File: config.mk
export PLATFORM = sky130hd
export DESIGN_NAME = rse_mul
export DESIGN_NICKNAME = d
export VERILOG_FILES = /design/src/hdl/rse_pkg.sv /design/src/hdl/rse_mul.sv
export SDC_FILE = /design/constraint.sdc
export NUM_CORES = 2
export LEC_CHECK = 0
export ABC_CLOCK_PERIOD_IN_PS = 8600
export BUFFER_PORTS_ARGS = -buffer_cell sky130_fd_sc_hd__buf_2
export CORE_MARGIN = 2
export CORE_UTILIZATION = 61
export DETAILED_ROUTE_END_ITERATION = 12
export HOLD_SLACK_MARGIN = 0.08
export PLACE_DENSITY = 0.81
export SYNTH_ARGS = -nofsm -noshare
export SYNTH_HDL_FRONTEND = slang
export SYNTH_SLANG_ARGS = --single-unit
export TNS_END_PERCENT = 10
File: constraint.sdc
create_clock -name clk_i -period 8.6 [get_ports clk_i]
set_input_delay 1.29 -clock clk_i [delete_from_list [all_inputs] [get_ports clk_i]]
set_output_delay 1.29 -clock clk_i [all_outputs]
set_load 0.01 [all_outputs]
File: src/hdl/rse_pkg.sv
// ----------------------------------------------------------------------------
// rse_pkg
// Shared types and constants of the reverse-Polish stack evaluator.
// ----------------------------------------------------------------------------
package rse_pkg;

  localparam int STACK_DEPTH = 64;
  localparam int FRAC_BITS   = 16;
  localparam int DATA_W      = 32;
  localparam int CNT_W       = $clog2(STACK_DEPTH + 1);

  // token classes
  typedef enum logic [2:0] {
    CMD_PUSH    = 3'd0,
    CMD_ADD     = 3'd1,
    CMD_SUB     = 3'd2,
    CMD_MUL     = 3'd3,
    CMD_UNKNOWN = 3'd4,
    CMD_FINISH  = 3'd5
  } cmd_e;

  // finish status codes
  typedef enum logic [1:0] {
    ST_OK        = 2'd0,
    ST_FAILED    = 2'd1,
    ST_NOT_EMPTY = 2'd2,
    ST_OVERFLOW  = 2'd3
  } status_e;

  // what a stack cell loads this cycle
  typedef enum logic [1:0] {
    CM_HOLD  = 2'd0,
    CM_ABOVE = 2'd1,
    CM_BELOW = 2'd2
  } cell_mode_e;

  // controller state
  typedef enum logic {
    S_IDLE = 1'b0,
    S_MUL  = 1'b1
  } state_e;

  // one stack entry: not-a-number mark and Q16.16 value
  typedef struct packed {
    logic                     invalid;
    logic signed [DATA_W-1:0] value;
  } entry_t;

endpackage

File: src/hdl/rse_mul.sv
// ----------------------------------------------------------------------------
// rse_mul
// Fixed-point multiplier: registered 64-bit product, then round to nearest
// (ties up) at the binary point and saturate to 32 bits.
// ----------------------------------------------------------------------------
module rse_mul
  import rse_pkg::*;
(
  input  logic                     clk_i,
  input  logic                     en_i,
  input  logic signed [DATA_W-1:0] a_i,
  input  logic signed [DATA_W-1:0] b_i,
  output logic signed [DATA_W-1:0] res_o
);

  localparam int PROD_W = 2 * DATA_W;
  localparam logic signed [PROD_W-1:0] HALF = (PROD_W'(1) << FRAC_BITS) >> 1;
  localparam logic signed [DATA_W-1:0] MAX_VAL = {1'b0, {(DATA_W-1){1'b1}}};
  localparam logic signed [DATA_W-1:0] MIN_VAL = {1'b1, {(DATA_W-1){1'b0}}};

  logic signed [PROD_W-1:0] prod_q;
  logic signed [PROD_W-1:0] rounded;
  logic signed [PROD_W-1:0] scaled;
  logic                     fits;

  // product register
  always_ff @(posedge clk_i) begin
    if (en_i) begin
      prod_q <= PROD_W'(a_i) * PROD_W'(b_i);
    end
  end

  // round, shift down and saturate; arithmetic shift floors both signs
  always_comb begin
    rounded = prod_q + HALF;
    scaled  = rounded >>> FRAC_BITS;
    fits    = (&scaled[PROD_W-1:DATA_W-1]) || ~(|scaled[PROD_W-1:DATA_W-1]);
    if (fits) begin
      res_o = scaled[DATA_W-1:0];
    end else if (scaled[PROD_W-1]) begin
      res_o = MIN_VAL;
    end else begin
      res_o = MAX_VAL;
    end
  end

endmodule

# Yosys cells after proc, flatten, opt, wreduce, memory -nomap -nowiden

Index checks and enable logic that the tools add are counted.

Flip-flop bits (word level): 64
Input port bits: 66
Output and inout port bits: 32

Add/sub/neg operators: 1
Multipliers: 1
Muxes and demuxes: 2
Bitwise logic cells: 1
Reductions and logical operators: 3

Operators by type and width:

| cell                     | number |
|---|---|
| $add A64 B17 Y64 const B | 1 |
| $mul A32 B32 Y64         | 1 |
| $mux W32                 | 2 |
| $reduce_and A17 Y1       | 1 |
| $reduce_or A17 Y1        | 1 |
| $logic_or A1 B1 Y1       | 1 |
| $not A1 Y1               | 1 |

# Logic depth before layout (Yosys ltp)

Word-level depth: 5
Gate-level depth with buffers: 29
Mapped depth without buffers: 27

# Worst setup path after synthesis

OpenSTA, ideal clock, no wires.

Kind: input-to-reg
Start: in a_i[31]
End: reg prod_q[63], data pin
Library setup time: 0.266 ns
Arrival: 8.497 ns
Slack: -0.163 ns
Stages: 27
Buffers on the path: 2
Cells stage by stage: clkbuf_1 -> nand2_1 -> inv_1 -> fa_1 -> inv_1 -> fa_1 -> inv_1 -> fa_1 -> fa_1 -> inv_1 -> fa_1 -> inv_1 -> fa_1 -> fa_1 -> fa_1 -> ha_1 -> clkbuf_1 -> a21o_1 -> a21o_1 -> a21oi_1 -> o21a_1 -> o21ai_0 -> a221o_1 -> a21o_1 -> a21oi_1 -> o41ai_1 -> xnor2_1

Longest elaborated chain between the ends: 1

Ends and longest elaborated chain:

| what                 | line          | RTL |
|---|---|---|
| start, declared      | rse_mul.sv:11 | `input logic signed [DATA_W-1:0] a_i,` |
| $mul A32 B32 Y64     | rse_mul.sv:29 | `prod_q <= PROD_W'(a_i) * PROD_W'(b_i);` |
| end signal, assigned | rse_mul.sv:29 |  |
| end, declared        | rse_mul.sv:21 | `logic signed [PROD_W-1:0] prod_q;` |

No other way between the ends.
A chain may end at the register's enable or synchronous reset.

# Worst setup path after layout

Start: in a_i[18]
End: reg prod_q[54], data pin

Same word-level chain as after synthesis.

==> run metrics <==
Syn Inst Count approximately 4000; Finish-stage setup viols 0; CP arrival ~8500 ps; Hold/Removal Path Class input pin to flip-flop; Fin Setup TNS 0 ps; H-tree Lvls 2; dpl cells about 5000; PortBufs between 90 and 100; FFs w/ async S/R, synth 0%; Synth Area in Simple Gates between 10% and 20%; TritonRoute pass-1 iters 6; Setup crit end kind flip-flop; post-synthesis xor/xnor area fraction 2.203%; Max Cap Viol 0; met3 wire length 5380 um; max reg flops 49; DRC Markers 0; sequential cell area fraction in the yosys report under 10%; Max Clock Freq between 100 and 150 MHz; Post-synth EDFFs 49; Compound-Gate Fraction of Synth Area between 3 and 4%; unrepaired setup endpoints after global routing true; status complete, no violations; Post-Synthesis Cell Area between 30000 and 40000 um^2; Critical Path Source Type input pin; Max Slew Vio Count 0; largest reg by FF count prod_q; share of cells above drive strength 1 under 10%; first-pass GRT wire length between 150000 and 200000 um; GRT Util Overall a little under a third; initial core utilization 61.47%; Top Layer Used met5; largest net degree at the start of global routing 50; most frequent CP cell fa_1; GRT overflow 0; total clock buffers created by CTS 5; row count 92; met2 wire len around 50000 um; initial antenna violation count 7; Yosys reg bits 49; Die Ht 255.4 um; Final Cycle Share 97.77%; Synth Net Count between 5000 and 6000; Post-DP HPWL 83830 um; Req. time, crit path just under 9000 ps; routed via count roughly 28000; routed length on met1 approximately 34000 um; Mean Syn Cell Area 9.435 um^2; Critical-path top delay cell fa_1; largest family of logic cells by synthesized area adder cells; die area 65240 um^2; CTS clk-pin slew, worst paths about 60 ps; number of global-route vias before repair 31060; Yosys warnings 0; Routed Antenna Nets 0; final hold violation count 0; largest registers prod_q x49; synthesis-to-finish area growth 7.317%; I/O Pins between 90 and 100; Main synth FF type edfxtp_1; Unique masters post-synth a little over 60; clock sinks 49; post-synthesis adder-cell area fraction between 60% and 70%; clock buffer depth 2; Core Box Area approximately 63000 um^2; root buffer cell clkbuf_16; CTS tree done; cts hold-fix bufs 0; multiplexer share of the synthesized area less than 1%; largest fanout on the critical path 17; Max-slew headroom 28.91%; Cell Chain, Critical Path buf_2 > buf_4 > nand2_1 > fa_1 > fa_1 > inv_1 > fa_1 > fa_1 > fa_1 > fa_1 > fa_1 > fa_1 > ha_1 > nand4_1 > nor3_1 > buf_4 > and4_1 > o211ai_1 > a31oi_1 > a221o_1 > a21oi_2 > o21ai_1 > xor2_1; wire per inst ~19 um; Post-Route WL between 90000 and 100000 um; CP peak stage delay slightly above 600 ps; Die X between 200 and 300 um; fin cells about 5000; Initial DRC Count 1839; average via count per standard cell between 5 and 6; Setup CP Type input pin to flip-flop; Final #Nets between 5000 and 6000; RePlAce Congestion around 0.97; min Tclk post-route around 8400 ps; Tightest Pin Transition ~1100 ps
[critical path: cells and delay by family]
kind | cells | cell delay [ps]
AO/OA/AOI/OAI | 5 | 980
AND/OR/NAND/NOR | 4 | 670
XOR/XNOR | 1 | 250
buffers and inverters | 4 | 790
adder cells (fa/ha/maj) | 9 | 4520
[layout make-up]
| class | instances | area [um^2] |
|---|---|---|
| flip-flops and latches | 49 | 1471 |
| well taps | 846 | 1059 |
| clock buffers | 5 | 125.1 |
| repair buffers | 310 | 2291 |
| fillers | 4816 | 21350 |
| inverters | 992 | 3727 |
| multi-input cells | 2830 | 32630 |
| diodes | 5 | 12.51 |
| clock inverters | 3 | 65.06 |
[cells in the final DEF, fill, tap and decap left out, types with 5 or more instances in the layout]
cell | synthesis | layout
a21oi_1 | 58 | 48
inv_1 | 992 | 990
a21oi_2 | 0 | 10
and3_1 | 18 | 18
o21bai_1 | 19 | 19
nand2_1 | 531 | 529
o211ai_1 | 5 | 5
buf_4 | 1 | 200
diode_2 | 0 | 5
o21a_1 | 12 | 12
buf_2 | 3 | 81
a21o_1 | 25 | 25
edfxtp_1 | 49 | 49
clkbuf_4 | 0 | 15
ha_1 | 181 | 181
nor2_1 | 64 | 64
o21ai_0 | 35 | 32
and2_1 | 521 | 521
xor2_1 | 41 | 41
o21ai_1 | 31 | 34
fa_1 | 1081 | 1078
a31oi_1 | 8 | 6
xnor2_1 | 56 | 56
nor2b_1 | 5 | 5
buf_12 | 0 | 13
and4_1 | 5 | 5
clkbuf_16 | 0 | 5
nand2b_1 | 17 | 17
nand3_1 | 29 | 29
nand4_1 | 22 | 22
nor3_1 | 10 | 10
[cell usage after synthesis, drive strengths merged, types with 30 or more instances]
| cell type | number | share of area, % |
|---|---|---|
| inv | 992 | 9.7 |
| ha | 181 | 5.9 |
| clkbuf | 209 | 2.0 |
| edfxtp | 49 | 3.8 |
| nor2 | 64 | 0.62 |
| xnor2 | 56 | 1.3 |
| nand3 | 30 | 0.40 |
| a21oi | 58 | 0.75 |
| nand2 | 531 | 5.2 |
| xor2 | 41 | 0.93 |
| fa | 1081 | 56 |
| and2 | 522 | 8.5 |
| o21ai | 68 | 0.90 |
[logic make-up (layout without fill, tap and decap cells)]
group | after synthesis | count (layout)
and+or+nand+nor | 1237 | 1237
other | 0 | 5
xor gates and xnor gates | 97 | 97
buffers and inverters | 1208 | 1310
muxes | 3 | 3
AOI/OAI and AO/OA | 231 | 231
adders and majority gates | 1262 | 1262
DFF | 49 | 49
[routing by layer]
metal	vias to the layer above	GRT usage, %
met4	2	15.38
met2	1167	54.11
met5	-	0
met1	14440	36.80
met3	346	3.254
li1	11970	-
[per-stage QoR]
step	setup slack, ps	utilization [%]	instance area (um^2)	hold WS [ps]
CTS	13.95	65.69	41210	1771
detailed placement	-269.7	65.39	41020	1968
finish	191.4	65.96	41380	1752
floorplan	0.02842	-	38570	1403
global route	-11.08	65.96	41380	1797
global placement	-132.1	65.39	41020	1976
[worst paths after layout]
kind                     from          to  cells past startpoint
worst max-delay path  a_i[18]  prod_q[54]                     23
worst min-delay path     en_i  prod_q[58]                      1
[timing repair]
item / in CTS / in global routing
resized for setup: 0 / 40
buffers inserted: 0 / 3
endpoints found under the setup margin: 0 / 21
Power is left out: the tool's default activity adds up to more than one toggle a clock period on the data nets, which glitch-free logic cannot reach.
