### config.mk
export PLATFORM = sky130hd
export DESIGN_NAME = rse_cell
export DESIGN_NICKNAME = d
export VERILOG_FILES = /design/src/hdl/rse_pkg.sv /design/src/hdl/rse_cell.sv
export SDC_FILE = /design/constraint.sdc
export NUM_CORES = 1
export LEC_CHECK = 0
export ABC_AREA = 1
export BUFFER_PORTS_ARGS = -buffer_cell sky130_fd_sc_hd__buf_2
export CAP_MARGIN = 25
export CORE_ASPECT_RATIO = 1.75
export CORE_MARGIN = 10
export CORE_UTILIZATION = 41
export DETAILED_ROUTE_END_ITERATION = 10
export PLACE_DENSITY_LB_ADDON = 0.15
export REMOVE_ABC_BUFFERS = 1
export SKIP_CTS_REPAIR_TIMING = 1
export SYNTH_ARGS = -nofsm -noshare
export SYNTH_HDL_FRONTEND = slang
export SYNTH_SLANG_ARGS = --single-unit
### constraint.sdc
create_clock -name clk_i -period 1.7 [get_ports clk_i]
set_input_delay 0.17 -clock clk_i [delete_from_list [all_inputs] [get_ports clk_i]]
set_output_delay 0.17 -clock clk_i [all_outputs]
set_load 0.03 [all_outputs]
### src/hdl/rse_pkg.sv
// ----------------------------------------------------------------------------
// rse_pkg
// Shared types and constants of the reverse-Polish stack evaluator.
// ----------------------------------------------------------------------------
package rse_pkg;

  localparam int STACK_DEPTH = 64;
  localparam int FRAC_BITS   = 16;
  localparam int DATA_W      = 32;
  localparam int CNT_W       = $clog2(STACK_DEPTH + 1);

  // token classes
  typedef enum logic [2:0] {
    CMD_PUSH    = 3'd0,
    CMD_ADD     = 3'd1,
    CMD_SUB     = 3'd2,
    CMD_MUL     = 3'd3,
    CMD_UNKNOWN = 3'd4,
    CMD_FINISH  = 3'd5
  } cmd_e;

  // finish status codes
  typedef enum logic [1:0] {
    ST_OK        = 2'd0,
    ST_FAILED    = 2'd1,
    ST_NOT_EMPTY = 2'd2,
    ST_OVERFLOW  = 2'd3
  } status_e;

  // what a stack cell loads this cycle
  typedef enum logic [1:0] {
    CM_HOLD  = 2'd0,
    CM_ABOVE = 2'd1,
    CM_BELOW = 2'd2
  } cell_mode_e;

  // controller state
  typedef enum logic {
    S_IDLE = 1'b0,
    S_MUL  = 1'b1
  } state_e;

  // one stack entry: not-a-number mark and Q16.16 value
  typedef struct packed {
    logic                     invalid;
    logic signed [DATA_W-1:0] value;
  } entry_t;

endpackage

### src/hdl/rse_cell.sv
// ----------------------------------------------------------------------------
// rse_cell
// One stack cell: holds an entry, or takes the entry of the cell above
// (push) or below (pop).
// ----------------------------------------------------------------------------
module rse_cell
  import rse_pkg::*;
(
  input  logic       clk_i,
  input  cell_mode_e mode_i,
  input  entry_t     above_i,
  input  entry_t     below_i,
  output entry_t     entry_o
);

  entry_t entry_q, entry_d;

  // select the next entry
  always_comb begin
    case (mode_i)
      CM_ABOVE: entry_d = above_i;
      CM_BELOW: entry_d = below_i;
      default:  entry_d = entry_q;
    endcase
  end

  // payload register, no reset needed
  always_ff @(posedge clk_i) begin
    entry_q <= entry_d;
  end

  assign entry_o = entry_q;

endmodule

After elaboration in Yosys (flattened, before gate mapping)
Index checks and enable logic that the tools add are counted.

word-level totals
  flip-flop bits (word level) = 33
  bits of input ports = 69
  output and inout port bits = 33

cells by class
  equal/unequal tests = 2
  muxes and demuxes = 1
  reductions and logical operators = 1

operator list
  operator                                       count
  one-hot mux 33 bit (2 select lines)            1
  == test 2 x 1 -> 1 bit, second input constant  1
  == test 2 bit, second input constant           1
  nonzero test 2 bit                             1

Depth between registers and ports, before layout
Gate-level depths: netlist (run 1).

  depth in word-level cells = 2
  gate-level depth with buffers = 7
  depth with buffers taken out = 5

Worst setup path after synthesis (run 1)
Ideal clock, no wire load.

  path type = input to register
  start point = input mode_i[0]
  end point = register entry_q (netlist bit entry_o[0]) (enable)
  arrival = 1.127 ns
  data required time = 1.312 ns
  path slack = 0.185 ns
  stages = 3
  buffers on the path = 0
  cells stage by stage = inv_1 > ha_1 > inv_1

between the ends
  cells in the longest elaborated chain, start to end = 2
  elaborated cells between the ends (all ways) = 3

RTL lines
  what                                                     RTL line        text
  from (decl)                                              rse_cell.sv:10  input cell_mode_e mode_i,
  == test 2 bit or == test 2 x 1 -> 1 bit (tied branches)  rse_cell.sv:20  case (mode_i)
  nonzero test 2 bit (no source line) *                    n/a
  to (signal assigned)                                     rse_cell.sv:29  entry_q <= entry_d;
  to (decl)                                                rse_cell.sv:16  entry_t entry_q, entry_d;

Every way passes the cells marked *; elsewhere a longest branch is shown, timed or not.
A chain may end at the register's enable or synchronous reset.

Worst setup path after layout (run 1)
  start point = register entry_q (netlist bit entry_o[2])
  end point = output entry_o[2] in the netlist's numbering

RTL lines
  what       RTL line        text
  to (decl)  rse_cell.sv:13  output entry_t entry_o

No word-level cell between the ends.

==> metrics.yaml, run 1 <==
status: "completed"
period_minus_slack_ps: 1010
slowest_delay_ps: 380
clkSinkCount: 33
die_h_um: 99.8
ir_drop_v: 0.000690
timing.final.crit_share_pct: 59.7
synth-seq-area-share_pct: 66.5
fillers: 344
grt_antenna_before_repair: 0
synthMuxAreaShare_pct: 0
cp.arrival_ps: 840
postLayoutCellArea_sq_um: 2090
drt-vias-per-instance: 4.28
critical_path.top_delay_family: "flip-flops"
core-area_sq_um: 3430
nNetsFinal: 317
port_buffers: 101
htreeDepth: 2
postRouteAntennaNets: 0
power_mw: 2.16
start_util_pct: 43.4
fin_ws_ps: 686
synth_cell_type_count: 9
path_clk_slew_ps: 60
drt_wl_total_um: 4090
slowest_stage: "edfxtp_1"
leakage_nw: 1.09
synthToLayoutAreaGrowth_pct: 40.4
wire_per_inst_um: 14.0
avgSynthCellArea_sq_um: 10.4
synth-simple-area-share_pct: 26.6
die_area_sq_um: 6540
cp-end-kind: "primary output"
drt-initial-drc-count: 57
yosys.area.top_type_share_pct: 66.5
grt_setup_unrepaired: "false"
postPlaceCellArea_sq_um: 2020
drive_above_1_share_pct: 48.6
holdCritPathClass: "primary input to register"
ys_ff_latch: 33
slew_headroom_pct: 82.2
synthAdderAreaFrac_pct: 0.840
drc_errors: 0
die_x_um: 65.6
pin_count: 102
powerDensity_nw_per_um2: 1030
cts_max_path_buffers: 2
grt_max_degree: 34
globalplace.congestion: 0.716
setup-tns-final_ps: 0
path_max_fanout: 1
tritoncts: "built"
synth_top_family_by_area: "simple AND/OR/NAND/NOR gates"
postSynthCellCount: 143
worst_slew_pin_slew_ps: 267
largest_reg_flops: 33
netlist_area_sq_um: 1490
max_cap_violations: 0
dp.final_hpwl_um: 3270
row_count: 28
start_kind: "register"
setup_viol: 0
synth_area_leaders: "edfxtp_1, nand2_1, nand2_2, buf_6, buf_4"
ctsRootBufferMaster: "clkbuf_8"
synth_largest_area_cell: "edfxtp_1"
gr-total-overflow: 0
dr_total_vias: 1250
grt_usage_pct: 12.6
hold-worst-slack_ps: 153
numCtsBuffers: 5
grt_pass1_vias: 1339
hold_viol: 0
antenna_cells: 0
yosys_warnings: 0
crit_buf_inv: 1
drtPass1Iterations: 4
synth_compound_area_share_pct: 0
drv_slew: 0
dp_slack_ps: 436
cp_cell_sequence: "buf_2"
synth-xor-area-share_pct: 0
cp.required_ps: 1530
grt_pass1_wl_um: 6250
clock.fmax_ghz: 0.986
worstSetupPathType: "register to primary output"
cells by family (layout without fill, tap and decap cells):
family	after synthesis	after routing
buf+inv	10	114
fa+ha+maj	1	1
simple gates	99	99
flops	33	33
cells in the final DEF, fill, tap and decap left out, drive strengths merged:
| master | count |
|---|---|
| buf | 104 |
| nand2 | 99 |
| edfxtp | 33 |
| clkbuf | 6 |
| inv | 3 |
| ha | 1 |
| clkinv | 1 |
cells in the mapped netlist:
cell / instances
nand2_1: 89
edfxtp_1: 33
nand2_2: 10
buf_4: 3
buf_6: 3
inv_1: 2
buf_8: 1
ha_1: 1
inv_8: 1
per-layer routing:
| metal | vias to the layer above | wire (um) | GRT usage [%] |
|---|---|---|---|
| li1 | 661 | - | - |
| met1 | 525 | 1370 | 10.6 |
| met2 | 58 | 2210 | 22.7 |
| met3 | 6 | 434 | 7.30 |
| met4 | 0 | 74 | 5.46 |
| met5 | - | 0 | 0 |
report_power, final:
part	internal, mW	switching, mW
Combinational	0.175	0.400
Clock	0.275	0.252
Sequential	1.04	0.0235
final cells by class:
class / count / area (sq um) / share of cell area (%)
sequential: 33 / 991 / 47.4
clock buffer: 6 / 72.6 / 3.47
multi-input combinational: 100 / 409 / 19.6
timing repair buffer: 104 / 541 / 25.8
tap: 45 / 56.3 / 2.69
inverter: 3 / 18.8 / 0.897
clock inverter: 1 / 3.75 / 0.179
path summary, 6_finish.rpt:
check	from	to	slack [ps]	cells past startpoint
max	entry_o[2]$_DFFE_PP_	entry_o[2]	690	1
min	above_i[32]	entry_o[32]$_DFFE_PP_	150	3
tightest hold or removal path: cells and delay by family:
kind	cells	cell delay [ps]
buffers and inverters	1	70
and+or+nand+nor	2	90
through the flow:
step	util, %	std cells
final	60.9	292
after global routing	60.9	292
after CTS	60.9	292
after detailed placement	58.7	285
after global placement	58.7	285
after floorplan	-	136
Power figures use the tool's default switching activity.
==> run 2: changes to the inputs <==
--- a/config.mk
+++ b/config.mk
@@ -5,12 +5,12 @@
 export SDC_FILE = /design/constraint.sdc
 export NUM_CORES = 1
 export LEC_CHECK = 0
-export ABC_AREA = 1
+export ABC_AREA = 0
 export BUFFER_PORTS_ARGS = -buffer_cell sky130_fd_sc_hd__buf_2
 export CAP_MARGIN = 25
 export CORE_ASPECT_RATIO = 1.75
 export CORE_MARGIN = 10
-export CORE_UTILIZATION = 41
+export CORE_UTILIZATION = 38
 export DETAILED_ROUTE_END_ITERATION = 10
 export PLACE_DENSITY_LB_ADDON = 0.15
 export REMOVE_ABC_BUFFERS = 1
==> constraint.sdc (replaced) <==
create_clock -name clk_i -period 0.9 [get_ports clk_i]
set_input_delay 0.09 -clock clk_i [delete_from_list [all_inputs] [get_ports clk_i]]
set_output_delay 0.09 -clock clk_i [all_outputs]
set_load 0.03 [all_outputs]
==> run 2 against run 1 <==
  * The flow now finishes with violations (negative setup slack)
  * Area after synthesis increased by 5.1%
  * Combinational power grew to 2.6 times the previous value
  * Count of clock-buffer cells in the layout is the same
  * Largest cell class unchanged
  * Global-route usage shrank 1.6 points
==> metrics.yaml, run 2 <==
multiInputGateArea_sq_um: 517
postRouteAntennaNets: 0
worstSetupPathType: "register to primary output"
grt_max_degree: 19
path_max_fanout: 1
dp_slack_ps: -399
grt_pass1_wl_um: 5760
pin_count: 102
core-area_sq_um: 3940
avgSynthCellArea_sq_um: 21.5
grt_pass1_vias: 1215
row_count: 30
start_kind: "register"
nNetsFinal: 256
drt-vias-per-instance: 4.48
die_x_um: 68.5
slew_headroom_pct: 88.5
globalplace.congestion: 0.721
synth_cell_type_count: 7
yosys.area.top_type_share_pct: 63.3
htreeDepth: 2
stdcell_count: 235
yosys_warnings: 0
tritoncts: "built"
hold_depth: 2
hold_start: "below_i[18]"
numCtsBuffers: 5
crit_buf_inv: 1
drc_errors: 0
final_common_cell: "buf_2"
utilization_pct: 64.2
drt_wl_total_um: 4260
synth_async_sr_flop_share_pct: 0
holdCritPathClass: "primary input to register"
clock.fmax_ghz: 1.07
port_buffers: 101
synthTopCellsByCount: "edfxtp_1, mux2_4, buf_12, mux2_2, inv_1"
fillers: 320
drv_slew: 0
drt-initial-drc-count: 10
hold_viol: 0
grt_usage_pct: 11.0
cp-end-kind: "primary output"
cp_cell_sequence: "buf_6"
ir_drop_v: 0.00129
drtPass1Iterations: 3
power_mw: 4.57
start_util_pct: 39.7
period_minus_slack_ps: 939
die_h_um: 105
most-common-layout-cells: "buf_2, buf_6, edfxtp_1, mux2_4, clkbuf_8"
grt_antenna_before_repair: 0
postSynthCellCount: 73
synth_edf_count: 33
status: "complete, but fails checks"
timing.final.crit_share_pct: 104
gr-total-overflow: 0
clkSinkCount: 33
ys_ff_latch: 33
fin_ws_ps: -38.8
violations: "negative setup slack"
largest_reg_flops: 33
antenna_cells: 0
worst_slew_pin_slew_ps: 172
slowest_stage: "edfxtp_1"
dp_cells: 223
ctsRootBufferMaster: "clkbuf_8"
slowest_delay_ps: 410
cp.required_ps: 810
hold-worst-slack_ps: 106
synth_largest_area_cell: "edfxtp_1"
die_area_sq_um: 7190
powerDensity_nw_per_um2: 1800
wire_per_inst_um: 18.1
synthToLayoutAreaGrowth_pct: 61.6
synth_most_common_cell: "edfxtp_1"
min_to: "entry_o[18]$_DFFE_PP_"
ys.flop_type: "edfxtp_1"
cp.arrival_ps: 850
setup_viol: 18
area.sequential_sq_um: 991
synth-seq-area-share_pct: 63.3
dp.final_hpwl_um: 3380
critical_path.top_delay_family: "flip-flops"
dr_total_vias: 1052
max_cap_violations: 0
path_clk_slew_ps: 70
cts_max_path_buffers: 2
synth_area_leaders: "edfxtp_1, mux2_4, buf_12, mux2_2, ha_1"
grt_setup_unrepaired: "true"
leakage_nw: 1.17
drive_above_1_share_pct: 81.3
netlist_area_sq_um: 1570
## run 2: cell count changes in the layout (fill, tap and decap cells not counted), moves of 2 or more
| cell | delta |
|---|---|
| buf_12 | +3 |
| buf_2 | -34 |
| nand2_1 | -89 |
| clkbuf_16 | +2 |
| mux2_4 | +32 |
| buf_6 | +34 |
| clkinv_2 | +2 |
| nand2_2 | -10 |
## run 2: power breakdown
part,leakage (nW),internal (mW),total (mW),switching [mW]
Clock,0.0450,0.535,1.03,0.500
Combinational,0.804,0.747,1.48,0.728
Sequential,0.323,1.96,2.06,0.0973
Total,1.17,3.24,4.57,1.33
## run 2: how the worst max path moves through the flow
stage,depth (start not counted),start,endpoint
after floorplan,3,mode_i[0],entry_o[0]$_DFFE_PP_
after global placement,5,mode_i[0],entry_o[0]$_DFFE_PP_
after detailed placement,5,mode_i[0],entry_o[4]$_DFFE_PP_
after CTS,5,mode_i[0],entry_o[4]$_DFFE_PP_
after global routing,1,entry_o[31]$_DFFE_PP_,entry_o[31]
final,1,entry_o[25]$_DFFE_PP_,entry_o[25]
## run 2: area by class of cell
class / instances / share of cell area [%]
clock buffers: 6 / 2.87
clock inverters: 2 / 0.395
inverters: 2 / 0.395
multi-input cells: 34 / 20.4
flip-flops and latches: 33 / 39.1
well taps: 48 / 2.37
repair buffers: 110 / 34.4
## run 2: layer usage
| metal | part of all wire (%) | global-route usage, % | vias up |
|---|---|---|---|
| li1 | - | - | 506 |
| met2 | 56 | 19.5 | 61 |
| met3 | 12 | 6.31 | 6 |
| met5 | 0 | 0 | - |
| met1 | 31 | 9.49 | 479 |
| met4 | 1.2 | 3.90 | 0 |
## run 2: cell families (layout without fill, tap and decap cells)
logic type	after synthesis	after routing	share of synthesized area, %
fa+ha+maj	1	1	0.799
buf+inv	6	120	5.03
flops	33	33	63.3
mux	33	33	30.9
## run 2: through the flow
stage                     TNS (ps)  area [sq um]
after floorplan             -53800          1500
after global placement      -18040          2140
after detailed placement    -19400          2140
after CTS                    -2730          2220
after global routing         -1350          2530
final                         -221          2530
==> run 3: changes to the inputs <==
--- a/config.mk
+++ b/config.mk
@@ -9,11 +9,11 @@
 export BUFFER_PORTS_ARGS = -buffer_cell sky130_fd_sc_hd__buf_2
 export CAP_MARGIN = 25
 export CORE_ASPECT_RATIO = 1.75
-export CORE_MARGIN = 10
-export CORE_UTILIZATION = 38
+export CORE_UTILIZATION = 42
 export DETAILED_ROUTE_END_ITERATION = 10
 export PLACE_DENSITY_LB_ADDON = 0.15
 export REMOVE_ABC_BUFFERS = 1
+export SETUP_SLACK_MARGIN = 0.15
 export SKIP_CTS_REPAIR_TIMING = 1
 export SYNTH_ARGS = -nofsm -noshare
 export SYNTH_HDL_FRONTEND = slang
==> constraint.sdc (replaced) <==
create_clock -name clk_i -period 0.94 [get_ports clk_i]
set_input_delay 0.094 -clock clk_i [delete_from_list [all_inputs] [get_ports clk_i]]
set_output_delay 0.094 -clock clk_i [all_outputs]
set_load 0.03 [all_outputs]
==> run 3 against run 2 <==
  * The flow now finishes without violations
  * Sequential share of layout area decreased by 0.78 points
  * Critical path type unchanged
  * Via count increased by 3.1%
  * Routed wire length decreased by 18%
  * Design area increased by 2.0%
==> metrics.yaml, run 3 (synthesis results as in run 2) <==
crit_buf_inv: 1
internal-power_mw: 3.15
worstSetupPathType: "register to primary output"
critical_path.top_delay_family: "flip-flops"
worst_slew_pin_slew_ps: 170
switching_share_pct: 29.1
grt_max_degree: 22
start_util_pct: 43.6
dr_total_vias: 1085
max_cap_violations: 0
port_buffers: 101
slowest_stage: "edfxtp_1"
leakage_nw: 1.19
row_count: 29
grt_antenna_before_repair: 0
grt_usage_pct: 15.6
fillers: 242
net-switching-power_mw: 1.29
clock.fmax_ghz: 1.07
tritoncts: "built"
drt-initial-drc-count: 20
clkSinkCount: 33
multiInputGateArea_sq_um: 520
hold_viol: 0
numCtsBuffers: 5
grt_pass1_wl_um: 4240
pin_count: 102
core-area_sq_um: 3590
wire_per_inst_um: 14.8
drv_slew: 0
synthToLayoutAreaGrowth_pct: 64.9
slew_headroom_pct: 88.6
holdCritPathClass: "primary input to register"
drt-vias-per-instance: 4.64
slowest_delay_ps: 400
cp.arrival_ps: 840
timing.final.crit_share_pct: 99.5
start_kind: "register"
drtPass1Iterations: 2
antenna_cells: 0
cp_cell_sequence: "buf_6"
path_clk_slew_ps: 70
grt_setup_unrepaired: "true"
cts_max_path_buffers: 2
drt_wl_total_um: 3470
hold-worst-slack_ps: 110
met2_usage_pct: 26.7
postPlaceCellArea_sq_um: 2160
ctsRootBufferMaster: "clkbuf_8"
cp-end-kind: "primary output"
die_area_sq_um: 3990
htreeDepth: 2
p_clk_share_pct: 22.7
grt_pass1_vias: 1003
grtUsageMet3_pct: 5.84
most-common-layout-cells: "buf_2, buf_6, mux2_4, edfxtp_1, clkbuf_8"
final_common_cell: "buf_2"
setup_viol: 0
drc_errors: 0
ir_drop_v: 0.00100
postRouteAntennaNets: 0
period_minus_slack_ps: 935
powerDensity_nw_per_um2: 1720
power.share.sequential_pct: 44.6
die_h_um: 82.8
largest_reg_flops: 33
path_max_fanout: 1
cp.required_ps: 850
met1_usage_pct: 14.8
postLayoutCellArea_sq_um: 2580
top_usage_layer: "met2"
drive_above_1_share_pct: 81.9
gr-total-overflow: 0
status: "completed"
area.sequential_sq_um: 991
die_x_um: 48.2
globalplace.congestion: 0.781
comb_power_share_pct: 32.7
nNetsFinal: 257
==> run 3: area by class of cell <==
cell class | instances | share of cell area (%)
Tap cell | 46 | 2.23
Clock inverter | 2 | 0.388
Inverter | 2 | 0.533
Clock buffer | 6 | 2.81
Sequential cell | 33 | 38.4
Timing Repair Buffer | 111 | 35.5
Multi-Input combinational cell | 34 | 20.2
==> run 3: power by group through the flow <==
stage | sequential, mW | clock [mW] | combinational, mW
2_1_floorplan | 2.40 | 0 | 0.259
3_3_place_gp | 1.94 | 0 | 1.11
3_5_place_dp | 1.95 | 0 | 1.13
4_1_cts | 1.92 | 1.04 | 1.13
5_1_grt | 2.01 | 1.09 | 1.53
6_report | 1.98 | 1.01 | 1.45
==> run 3: path summary, 6_finish.rpt <==
| kind | from | end | cells after the start |
|---|---|---|---|
| worst max-delay path | entry_o[21]$_DFFE_PP_ | entry_o[21] | 1 |
| worst min-delay path | below_i[14] | entry_o[14]$_DFFE_PP_ | 2 |
==> run 3: metrics by stage <==
stage,util [%],setup TNS [ps],power (mW),setup slack (ps),std cells
final,71.9,0,4.44,4.58,234
after global routing,71.9,-240,4.62,-34.5,234
after CTS,62.3,-432,4.09,-39.6,230
after detailed placement,60.0,-17080,3.08,-339,222
after global placement,60.0,-15970,3.05,-327,222
after floorplan,-,-51420,2.66,-1130,69
==> run 3: routing by layer <==
layer	wire, um	vias up
li1	-	510
met1	1180	501
met2	1960	65
met3	245	9
met4	82	0
met5	0	-
